**src/rtl/assert_macros.svh**
```systemverilog
// ----------------------------------------------------------------------------
// Assertion macros
// Shared concurrent assertion forms, clocked and disabled during reset.
// ----------------------------------------------------------------------------
`ifndef ASSERT_MACROS_SVH
`define ASSERT_MACROS_SVH

// Same-cycle implication: cons must hold whenever ante holds.
`define ASSERT_IMPL(lbl, ck, rstn, ante, cons) \
  lbl: assert property (@(posedge ck) disable iff (!(rstn)) (ante) |-> (cons)) \
    else $error("assertion failed: same-cycle implication");

// Next-cycle implication: cons must hold in the cycle after ante.
`define ASSERT_NEXT(lbl, ck, rstn, ante, cons) \
  lbl: assert property (@(posedge ck) disable iff (!(rstn)) (ante) |=> (cons)) \
    else $error("assertion failed: next-cycle implication");

`endif

```
**src/rtl/busdec_pkg.sv**
```systemverilog
// ----------------------------------------------------------------------------
// busdec_pkg
// Shared types and constants of the bus address decoder.
// ----------------------------------------------------------------------------
package busdec_pkg;

  localparam int NUM_WINDOWS_DEF     = 4;
  localparam int IO_WINDOW_BYTES_DEF = 64;
  localparam int IRAM_BYTES_DEF      = 256;

  // Register slots for external windows and bits in each handler mask.
  localparam int WIN_SLOTS    = 4;
  localparam int IO_MASK_BITS = 64;
  localparam int WIN_W        = 33;

  localparam int ADDR_W    = 16;
  localparam int DATA_W    = 8;
  localparam int CFG_IDX_W = 3;
  localparam int CFG_DAT_W = 64;

  localparam logic [DATA_W-1:0] UNMAPPED_READ = 8'hFF;

  // Configuration register indexes.
  localparam logic [CFG_IDX_W-1:0] CFG_IO_BASE  = 3'd0;
  localparam logic [CFG_IDX_W-1:0] CFG_RAM_BASE = 3'd1;
  localparam logic [CFG_IDX_W-1:0] CFG_RD_MASK  = 3'd2;
  localparam logic [CFG_IDX_W-1:0] CFG_WR_MASK  = 3'd3;
  localparam logic [CFG_IDX_W-1:0] CFG_WIN0     = 3'd4;

  localparam logic [ADDR_W-1:0] IO_BASE_RST = 16'h1000;

  localparam int FIFO_DEPTH = 2;

  typedef enum logic [1:0] {
    TGT_IO   = 2'd0,
    TGT_RAM  = 2'd1,
    TGT_EXT  = 2'd2,
    TGT_NONE = 2'd3
  } target_t;

  // One classified access, handed from the front end to the back end.
  typedef struct packed {
    target_t             target;
    logic [1:0]          win_idx;
    logic [ADDR_W-1:0]   offset;
    logic                wr;
    logic [DATA_W-1:0]   wdata;
    logic                fwd;
    logic                drop;
  } acc_t;

endpackage

```
**src/rtl/bus_address_decoder_with_iram.sv**
```systemverilog
// ----------------------------------------------------------------------------
// bus_address_decoder_with_iram
// Byte bus address decoder with register window, internal RAM and windows.
// ----------------------------------------------------------------------------
// Each accepted word is one byte access (cmd 0 read, 1 write) at a 16-bit
// address and yields exactly one result word, in order. Decode priority:
// the register window at io_base (only where io_read_mask / io_write_mask
// has a handler bit for that offset and direction), then the internal RAM
// at ram_base, then external windows 0..3 in index order, else unmapped
// (reads return 0xFF). Regions end at 0xFFFF and never wrap. Register and
// external accesses are routed out as target, window index and offset; RAM
// reads return the stored byte. Throughput is one access per clock while
// the output is not stalled and no sweep runs: the front end classifies
// with all region compares in parallel, a two-entry queue decouples it
// from the back end, and the back end does the single RAM access and holds
// the result word in an output register; an access is registered in the
// queue, then in the output register. After reset the RAM is cleared by a
// sweep over all IRAM_BYTES bytes (256 by default), during which in_ready
// stays low; configuration writes are taken at all times (cfg_ready is
// tied high) and must be made while no access is in flight.
// ----------------------------------------------------------------------------
module bus_address_decoder_with_iram #(
  parameter int NUM_WINDOWS     = busdec_pkg::NUM_WINDOWS_DEF,
  parameter int IO_WINDOW_BYTES = busdec_pkg::IO_WINDOW_BYTES_DEF,
  parameter int IRAM_BYTES      = busdec_pkg::IRAM_BYTES_DEF
) (
  input  logic                               clk,
  input  logic                               rst_n,
  // configuration write channel
  input  logic                               cfg_valid,
  output logic                               cfg_ready,
  input  logic [busdec_pkg::CFG_IDX_W-1:0]   cfg_index,
  input  logic [busdec_pkg::CFG_DAT_W-1:0]   cfg_data,
  // access channel
  input  logic                               in_valid,
  output logic                               in_ready,
  input  logic                               in_cmd,
  input  logic [busdec_pkg::ADDR_W-1:0]      in_address,
  input  logic [busdec_pkg::DATA_W-1:0]      in_write_data,
  // result channel
  output logic                               out_valid,
  input  logic                               out_ready,
  output logic [1:0]                         out_target,
  output logic [1:0]                         out_window_index,
  output logic [busdec_pkg::ADDR_W-1:0]      out_offset,
  output logic [busdec_pkg::DATA_W-1:0]      out_read_data,
  output logic                               out_forward_write,
  output logic                               out_write_dropped
);

  busdec_pkg::acc_t front_acc;
  busdec_pkg::acc_t q_data;
  logic             q_full;
  logic             q_valid;
  logic             q_pop;
  logic             clearing;
  logic             push;

  // Always take configuration words.
  assign cfg_ready = 1'b1;

  // Hold off accesses while the queue is full or the RAM sweep runs.
  assign in_ready = !q_full && !clearing;
  assign push     = in_valid && in_ready;

  busdec_front #(
    .NUM_WINDOWS     (NUM_WINDOWS),
    .IO_WINDOW_BYTES (IO_WINDOW_BYTES),
    .IRAM_BYTES      (IRAM_BYTES)
  ) u_front (
    .clk        (clk),
    .rst_n      (rst_n),
    .cfg_we     (cfg_valid && cfg_ready),
    .cfg_index  (cfg_index),
    .cfg_data   (cfg_data),
    .cmd        (in_cmd),
    .address    (in_address),
    .write_data (in_write_data),
    .acc        (front_acc)
  );

  busdec_fifo u_fifo (
    .clk       (clk),
    .rst_n     (rst_n),
    .push      (push),
    .push_data (front_acc),
    .full      (q_full),
    .pop       (q_pop),
    .not_empty (q_valid),
    .pop_data  (q_data)
  );

  busdec_back #(
    .IRAM_BYTES (IRAM_BYTES)
  ) u_back (
    .clk               (clk),
    .rst_n             (rst_n),
    .q_valid           (q_valid),
    .q_data            (q_data),
    .q_pop             (q_pop),
    .clearing          (clearing),
    .out_valid         (out_valid),
    .out_ready         (out_ready),
    .out_target        (out_target),
    .out_window_index  (out_window_index),
    .out_offset        (out_offset),
    .out_read_data     (out_read_data),
    .out_forward_write (out_forward_write),
    .out_write_dropped (out_write_dropped)
  );

endmodule

```
**src/rtl/busdec_front.sv**
```systemverilog
// ----------------------------------------------------------------------------
// busdec_front
// Configuration registers and parallel address classification.
// ----------------------------------------------------------------------------
module busdec_front #(
  parameter int NUM_WINDOWS     = busdec_pkg::NUM_WINDOWS_DEF,
  parameter int IO_WINDOW_BYTES = busdec_pkg::IO_WINDOW_BYTES_DEF,
  parameter int IRAM_BYTES      = busdec_pkg::IRAM_BYTES_DEF
) (
  input  logic                                clk,
  input  logic                                rst_n,
  input  logic                                cfg_we,
  input  logic [busdec_pkg::CFG_IDX_W-1:0]    cfg_index,
  input  logic [busdec_pkg::CFG_DAT_W-1:0]    cfg_data,
  input  logic                                cmd,
  input  logic [busdec_pkg::ADDR_W-1:0]       address,
  input  logic [busdec_pkg::DATA_W-1:0]       write_data,
  output busdec_pkg::acc_t                    acc
);

  localparam int NW_EFF = (NUM_WINDOWS < busdec_pkg::WIN_SLOTS) ?
                          NUM_WINDOWS : busdec_pkg::WIN_SLOTS;
  localparam int AW = busdec_pkg::ADDR_W;

  logic [AW-1:0]                         io_base_r;
  logic [AW-1:0]                         ram_base_r;
  logic [busdec_pkg::IO_MASK_BITS-1:0]   rd_mask_r;
  logic [busdec_pkg::IO_MASK_BITS-1:0]   wr_mask_r;
  logic [busdec_pkg::WIN_W-1:0]          win_r [NW_EFF];

  always_ff @(posedge clk) begin
    if (!rst_n) begin
      io_base_r  <= busdec_pkg::IO_BASE_RST;
      ram_base_r <= '0;
      rd_mask_r  <= '0;
      wr_mask_r  <= '0;
      for (int i = 0; i < NW_EFF; i++) begin
        win_r[i] <= '0;
      end
    end else if (cfg_we) begin
      if (cfg_index == busdec_pkg::CFG_IO_BASE) io_base_r <= cfg_data[AW-1:0];
      if (cfg_index == busdec_pkg::CFG_RAM_BASE) ram_base_r <= cfg_data[AW-1:0];
      if (cfg_index == busdec_pkg::CFG_RD_MASK) rd_mask_r <= cfg_data;
      if (cfg_index == busdec_pkg::CFG_WR_MASK) wr_mask_r <= cfg_data;
      for (int i = 0; i < NW_EFF; i++) begin
        if (cfg_index == busdec_pkg::CFG_WIN0 + busdec_pkg::CFG_IDX_W'(i)) begin
          win_r[i] <= cfg_data[busdec_pkg::WIN_W-1:0];
        end
      end
    end
  end

  // Region distances in 17 bits: top bit set means the address is below base.
  logic [AW:0] io_diff;
  logic [AW:0] ram_diff;
  logic [AW:0] win_diff [NW_EFF];
  logic        win_hit  [NW_EFF];
  logic        io_take;
  logic        ram_hit;
  logic [busdec_pkg::IO_MASK_BITS-1:0] io_mask;

  assign io_diff  = {1'b0, address} - {1'b0, io_base_r};
  assign ram_diff = {1'b0, address} - {1'b0, ram_base_r};
  assign io_mask  = cmd ? wr_mask_r : rd_mask_r;

  // Register window counts only where the offset has a handler.
  assign io_take = !io_diff[AW] && (io_diff[AW-1:0] < AW'(IO_WINDOW_BYTES)) &&
                   (io_diff[AW-1:0] < AW'(busdec_pkg::IO_MASK_BITS)) &&
                   io_mask[io_diff[5:0]];
  assign ram_hit = !ram_diff[AW] && (ram_diff[AW-1:0] < AW'(IRAM_BYTES));

  always_comb begin
    for (int i = 0; i < NW_EFF; i++) begin
      win_diff[i] = {1'b0, address} - {1'b0, win_r[i][AW-1:0]};
      win_hit[i]  = !win_diff[i][AW] && (win_diff[i][AW-1:0] < win_r[i][2*AW-1:AW]);
    end
  end

  // Lowest priority first, so later hits override earlier ones.
  always_comb begin
    acc.target  = busdec_pkg::TGT_NONE;
    acc.win_idx = '0;
    acc.offset  = '0;
    acc.wr      = cmd;
    acc.wdata   = write_data;
    acc.fwd     = 1'b0;
    acc.drop    = 1'b0;
    for (int i = NW_EFF - 1; i >= 0; i--) begin
      if (win_hit[i]) begin
        acc.target  = busdec_pkg::TGT_EXT;
        acc.win_idx = 2'(i);
        acc.offset  = win_diff[i][AW-1:0];
        acc.fwd     = cmd && win_r[i][2*AW];
        acc.drop    = cmd && !win_r[i][2*AW];
      end
    end
    if (ram_hit) begin
      acc.target  = busdec_pkg::TGT_RAM;
      acc.win_idx = '0;
      acc.offset  = ram_diff[AW-1:0];
      acc.fwd     = 1'b0;
      acc.drop    = 1'b0;
    end
    if (io_take) begin
      acc.target  = busdec_pkg::TGT_IO;
      acc.win_idx = '0;
      acc.offset  = io_diff[AW-1:0];
      acc.fwd     = cmd;
      acc.drop    = 1'b0;
    end
  end

endmodule

```
**src/rtl/busdec_fifo.sv**
```systemverilog
// ----------------------------------------------------------------------------
// busdec_fifo
// Two-entry queue of classified accesses between front and back end.
// ----------------------------------------------------------------------------
`include "assert_macros.svh"

module busdec_fifo (
  input  logic             clk,
  input  logic             rst_n,
  input  logic             push,
  input  busdec_pkg::acc_t push_data,
  output logic             full,
  input  logic             pop,
  output logic             not_empty,
  output busdec_pkg::acc_t pop_data
);

  localparam int DEPTH = busdec_pkg::FIFO_DEPTH;
  localparam int PW    = $clog2(DEPTH);

  busdec_pkg::acc_t slot_r [DEPTH];
  logic [PW-1:0]    wr_ptr_r;
  logic [PW-1:0]    rd_ptr_r;
  logic [PW:0]      cnt_r;

  assign full      = (cnt_r == (PW+1)'(DEPTH));
  assign not_empty = (cnt_r != '0);
  assign pop_data  = slot_r[rd_ptr_r];

  always_ff @(posedge clk) begin
    if (!rst_n) begin
      wr_ptr_r <= '0;
      rd_ptr_r <= '0;
      cnt_r    <= '0;
    end else begin
      if (push) begin
        wr_ptr_r <= (wr_ptr_r == PW'(DEPTH - 1)) ? '0 : wr_ptr_r + 1'b1;
      end
      if (pop) begin
        rd_ptr_r <= (rd_ptr_r == PW'(DEPTH - 1)) ? '0 : rd_ptr_r + 1'b1;
      end
      if (push && !pop) begin
        cnt_r <= cnt_r + 1'b1;
      end else if (pop && !push) begin
        cnt_r <= cnt_r - 1'b1;
      end
    end
  end

  always_ff @(posedge clk) begin
    if (push) begin
      slot_r[wr_ptr_r] <= push_data;
    end
  end

  `ASSERT_IMPL(a_no_overflow, clk, rst_n, full, !push)
  `ASSERT_IMPL(a_no_underflow, clk, rst_n, !not_empty, !pop)

endmodule

```
**src/rtl/busdec_back.sv**
```systemverilog
// ----------------------------------------------------------------------------
// busdec_back
// Internal RAM access, clearing pass after reset and result register.
// ----------------------------------------------------------------------------
`include "assert_macros.svh"

module busdec_back #(
  parameter int IRAM_BYTES = busdec_pkg::IRAM_BYTES_DEF
) (
  input  logic                            clk,
  input  logic                            rst_n,
  input  logic                            q_valid,
  input  busdec_pkg::acc_t                q_data,
  output logic                            q_pop,
  output logic                            clearing,
  output logic                            out_valid,
  input  logic                            out_ready,
  output logic [1:0]                      out_target,
  output logic [1:0]                      out_window_index,
  output logic [busdec_pkg::ADDR_W-1:0]   out_offset,
  output logic [busdec_pkg::DATA_W-1:0]   out_read_data,
  output logic                            out_forward_write,
  output logic                            out_write_dropped
);

  localparam int RAW = $clog2(IRAM_BYTES);

  logic [busdec_pkg::DATA_W-1:0] mem [IRAM_BYTES];
  logic [busdec_pkg::DATA_W-1:0] mem_q_r;
  logic [RAW-1:0]                clr_cnt_r;
  logic                          clearing_r;
  logic                          out_valid_r;
  busdec_pkg::acc_t              res_r;
  logic                          ram_rd_r;
  logic [busdec_pkg::DATA_W-1:0] rd_const_r;
  logic [RAW-1:0]                ram_idx;
  logic                          ram_wr;

  assign q_pop   = q_valid && !clearing_r && (!out_valid_r || out_ready);
  assign ram_idx = q_data.offset[RAW-1:0];
  assign ram_wr  = q_pop && (q_data.target == busdec_pkg::TGT_RAM) && q_data.wr;

  // Sweep the RAM to zero, one byte a cycle, right after reset.
  always_ff @(posedge clk) begin
    if (!rst_n) begin
      clearing_r <= 1'b1;
      clr_cnt_r  <= '0;
    end else if (clearing_r) begin
      clr_cnt_r <= clr_cnt_r + 1'b1;
      if (clr_cnt_r == RAW'(IRAM_BYTES - 1)) begin
        clearing_r <= 1'b0;
      end
    end
  end

  always_ff @(posedge clk) begin
    if (clearing_r) begin
      mem[clr_cnt_r] <= '0;
    end else if (ram_wr) begin
      mem[ram_idx] <= q_data.wdata;
    end
    if (q_pop) begin
      mem_q_r <= mem[ram_idx];
    end
  end

  always_ff @(posedge clk) begin
    if (!rst_n) begin
      out_valid_r <= 1'b0;
    end else if (q_pop) begin
      out_valid_r <= 1'b1;
    end else if (out_ready) begin
      out_valid_r <= 1'b0;
    end
  end

  always_ff @(posedge clk) begin
    if (q_pop) begin
      res_r      <= q_data;
      ram_rd_r   <= (q_data.target == busdec_pkg::TGT_RAM) && !q_data.wr;
      rd_const_r <= ((q_data.target == busdec_pkg::TGT_NONE) && !q_data.wr) ?
                    busdec_pkg::UNMAPPED_READ : '0;
    end
  end

  assign clearing          = clearing_r;
  assign out_valid         = out_valid_r;
  assign out_target        = res_r.target;
  assign out_window_index  = res_r.win_idx;
  assign out_offset        = res_r.offset;
  assign out_read_data     = ram_rd_r ? mem_q_r : rd_const_r;
  assign out_forward_write = res_r.fwd;
  assign out_write_dropped = res_r.drop;

  `ASSERT_IMPL(a_no_pop_while_clearing, clk, rst_n, clearing_r, !q_pop)
  `ASSERT_NEXT(a_clear_once, clk, rst_n, !clearing_r, !clearing_r)
  `ASSERT_IMPL(a_drop_only_ext, clk, rst_n, out_valid_r && res_r.drop,
               (res_r.target == busdec_pkg::TGT_EXT) && !res_r.fwd && res_r.wr)

endmodule

```
**config.mk**
```make
export PLATFORM = sky130hd
export DESIGN_NAME = bus_address_decoder_with_iram
export DESIGN_NICKNAME = d
export VERILOG_FILES = /design/src/rtl/busdec_pkg.sv /design/src/rtl/bus_address_decoder_with_iram.sv /design/src/rtl/busdec_front.sv /design/src/rtl/busdec_fifo.sv /design/src/rtl/busdec_back.sv
export VERILOG_INCLUDE_DIRS = /design/src /design/src/rtl
export SDC_FILE = /design/constraint.sdc
export NUM_CORES = 2
export LEC_CHECK = 0
export BUFFER_PORTS_ARGS = -buffer_cell sky130_fd_sc_hd__buf_2
export CAP_MARGIN = 20
export CORE_ASPECT_RATIO = 1.2
export CORE_MARGIN = 1
export CORE_UTILIZATION = 34
export DETAILED_ROUTE_END_ITERATION = 8
export GPL_TIMING_DRIVEN = 0
export HOLD_SLACK_MARGIN = 0.12
export PLACE_DENSITY = 0.46
export SLEW_MARGIN = 20
export SYNTH_ARGS = -nofsm -noshare
export SYNTH_HDL_FRONTEND = slang
export SYNTH_HIERARCHICAL = 1
export SYNTH_SLANG_ARGS = --single-unit
```
**constraint.sdc**
```tcl
create_clock -name clk -period 9.05 [get_ports clk]
set_input_delay 0.4525 -clock clk [delete_from_list [all_inputs] [get_ports clk]]
set_output_delay 0.4525 -clock clk [all_outputs]
set_load 0.05 [all_outputs]
```
==> reports/metrics.cfg <==
[sta]
worstMarginPinSlew_ps = 1370
setup_viol_count_final = 0
tns_ps = 0
fin_crit_ps = 6230
max_slew_margin = 0.0794
finClkSkew_ps = 67.3
rsz0062_at_grt = no
fin_crit_sh = 0.689
layout_setup_ws_ps = 2820
drv_slew = 0
finalHoldViolations = 0
fmax_mhz = 160

[die]
fp.dieW_microns = 503
row_count = 220
ioPinCount = 130
dieHeight_microns = 603
die_area_sq_mm = 0.303
initial_core_util = 0.342
core_area_sq_mm = 0.299

[placement]
port_buffers = 118
placed_area_sq_mm = 0.109
dp_hpwl_microns = 260000
placedCellCount = 10200
place_ws_ps = 2330
gp_congestion = 0.913

[route]
wire_per_inst_microns = 34.5
route.vias.total = 59600
drcViolationCount = 0
totalWireLength_microns = 372000
post_drt_via_cell_ratio = 5.52
drt_first_pass_iters = 6
first_iter_violations = 6437
ant_nets = 0

[cts]
cts_tree = built
cts-resized-gates = 0
clockBufferDepth = 4
cts.sinks = 2449
cts-buffers-inserted = 277
htreeDepth = 5
root_buffer = clkbuf_16
clkTransAtPathRegs_ps = 60
clk_latency_ps = 870

[synth]
ys_ff_latch = 2449
async_flop_share = 0
syn_inst = 6056
ys_warn_count = 6
synth_cell_types = 93
synth-edff-count = 2274
synth_area_per_cell_sq_um = 16.9
synth_fp_nets = 6317
synth_area_sq_mm = 0.102
ys.flop_type = edfxtp_1
synth_area_leaders = edfxtp_1, mux4_2, dfxtp_1, ha_1, nand2_1
synth_top_area_cell = edfxtp_1
synth_top_area_share = 0.667
ys_seq_area_frac = 0.701

[setup_path]
path_class = flip-flop to flip-flop
r2r_start = u_front/win_r[3][1]
crit_arrival_ps = 6870
rr_worst_depth = 20
startpoint_type = flip-flop
cp.required_ps = 9680
rrSetupSlack_ps = 2820
reg2reg_to = u_fifo/slot_r[0][18]
cp-end-kind = flip-flop
crit_path_max_fanout = 10

[min_path]
min_path_cells = 2
hold_class = input port to flip-flop
worstHoldStart = in_cmd
whs_endpoint = u_fifo/slot_r[1][10]

[power]
power.internal_w = 0.0191
p_seq_frac = 0.503
pwr-share-comb = 0.047
leakage_nw = 35.2
power_density_mw_per_mm2 = 206
pwr-share-clk = 0.450
p_switching_w = 0.00539
peakVddDrop_v = 0.000153
switching_share = 0.220

[global_route]
track_usage = 0.243
grt_pass1_vias = 59600
grt_max_degree = 79
grt_overflow_total = 0
grt_first_pass_wirelength_microns = 501000
antenna_found_initial = 17

[cells_and_area]
syn_to_final_growth_pct = 16.2
final_cell_mix = edfxtp_1, mux4_2, nand2_1, nor2_1, clkbuf_16
final-instance-count-excl-fill = 10800
mostFrequentLayoutCell = edfxtp_1
postLayoutCoreUtil = 0.397
nets = 6847
drive_gt1_frac = 0.200
fin_area_sq_mm = 0.119

[job]
cap_violations = 0

[outcome]
status = complete, no violations

area by class of cell:
cell class	count	area (sq um)
clock buffers	342	7320
flip-flops and latches	2449	71800
repair buffers	251	2650
multi-input cells	3080	28100
inverters	185	694
fillers	27600	181000
clock inverters	135	1310
diodes	12	30.0
plain buffers	342	2050
well taps	3996	5000
critical path: stages, from the launching register on:
cell and delay, ps:
edfxtp_1 410, inv_1 90, ha_1 210, nor2b_1 160, o31a_1 280, o31ai_1 540, o211a_1 330, nand2_1 90
xnor2_1 330, ha_1 330, nand4_1 130, nor4_1 70, a2111oi_0 540, nand4_1 190, o22a_1 250, nor2_1 410
clkbuf_1 510, a22oi_1 210, o21ai_0 330, a211oi_1 200, a211oi_1 400
what timing repair did:
item / CTS / global route
endpoints found under the setup margin: 0 / 0
buffers inserted: 0 / 0
endpoints found under the hold margin: 245 / 0
hold buffers: 74 / 0
registers in the layout (all words and copies together), names as in the netlist, 16 cells and up, named ones only:
register / cells
u_back/mem: 2048
u_back/out_offset: 16
u_fifo/slot_r: 62
u_front/io_base_r: 16
u_front/ram_base_r: 16
u_front/rd_mask_r: 64
u_front/win_r: 132
u_front/wr_mask_r: 64
power by group through the flow:
| stage | clock network, W | logic [W] | registers (W) |
|---|---|---|---|
| final | 0.0110 | 0.00116 | 0.0123 |
| after global routing | 0.0116 | 0.00125 | 0.0123 |
| after CTS | 0.0112 | 0.00116 | 0.0123 |
| after detailed placement | 0 | 0.00113 | 0.0126 |
| after global placement | 0 | 0.00110 | 0.0126 |
| after floorplan | 0 | 0.000684 | 0.0125 |
per-layer routing:
| metal | global-route usage | routed length [microns] | vias up | share of wire |
|---|---|---|---|---|
| met2 | 0.409 | 183000 | 2472 | 0.49 |
| met5 | 0 | 60 | - | 0.00016 |
| met3 | 0.0434 | 26500 | 625 | 0.071 |
| li1 | - | - | 24900 | - |
| met4 | 0.118 | 20600 | 10 | 0.055 |
| met1 | 0.301 | 142000 | 31500 | 0.38 |
metrics by stage:
stage | total power [W] | hold WS (ps)
finish | 0.0245 | 168
global route | 0.0252 | 138
global placement | 0.0137 | 448
detailed placement | 0.0137 | 454
CTS | 0.0247 | 121
floorplan | 0.0132 | 439
cells in the mapped netlist (40+ instances only):
master    instances
buf_2            75
nor2_1          349
dfxtp_1         175
nand3_1          51
a21oi_1         151
mux2i_1         136
a22oi_1          93
edfxtp_1       2274
o21ai_0          63
inv_1           184
mux4_2          489
nand2b_1         40
nor3_1           55
ha_1            158
clkbuf_1        167
a21boi_0        166
xnor2_1          44
nand2_1         465
mux2_2           41
a211oi_1         60
and2_1          172
o22ai_1          90
worst max-delay path by stage:
stage | end | slack, ps | startpoint | depth (start not counted)
floorplan | u_back/mem[0][0] | 2590 | u_back/out_valid | 6
global placement | u_back/mem[192][4] | -4330 | out_ready | 7
detailed placement | u_fifo/slot_r[0][18] | 2330 | in_address[0] | 23
CTS | u_fifo/slot_r[1][18] | 2890 | u_front/win_r[3][1] | 20
global route | u_fifo/slot_r[0][17] | 2460 | u_front/win_r[3][1] | 20
finish | u_fifo/slot_r[0][18] | 2820 | u_front/win_r[3][1] | 20
cell families after synthesis:
kind of cell	Yosys count	share of synthesized area
AO/OA/AOI/OAI	889	0.0612
XOR/XNOR	71	0.00608
adder cells (fa/ha/maj)	164	0.0205
buffers and inverters	527	0.0262
flip-flops	2449	0.701
multiplexers	674	0.127
other	1	0.0000366
AND/OR/NAND/NOR	1281	0.0579
No activity file was read; power rests on OpenSTA's default activity.
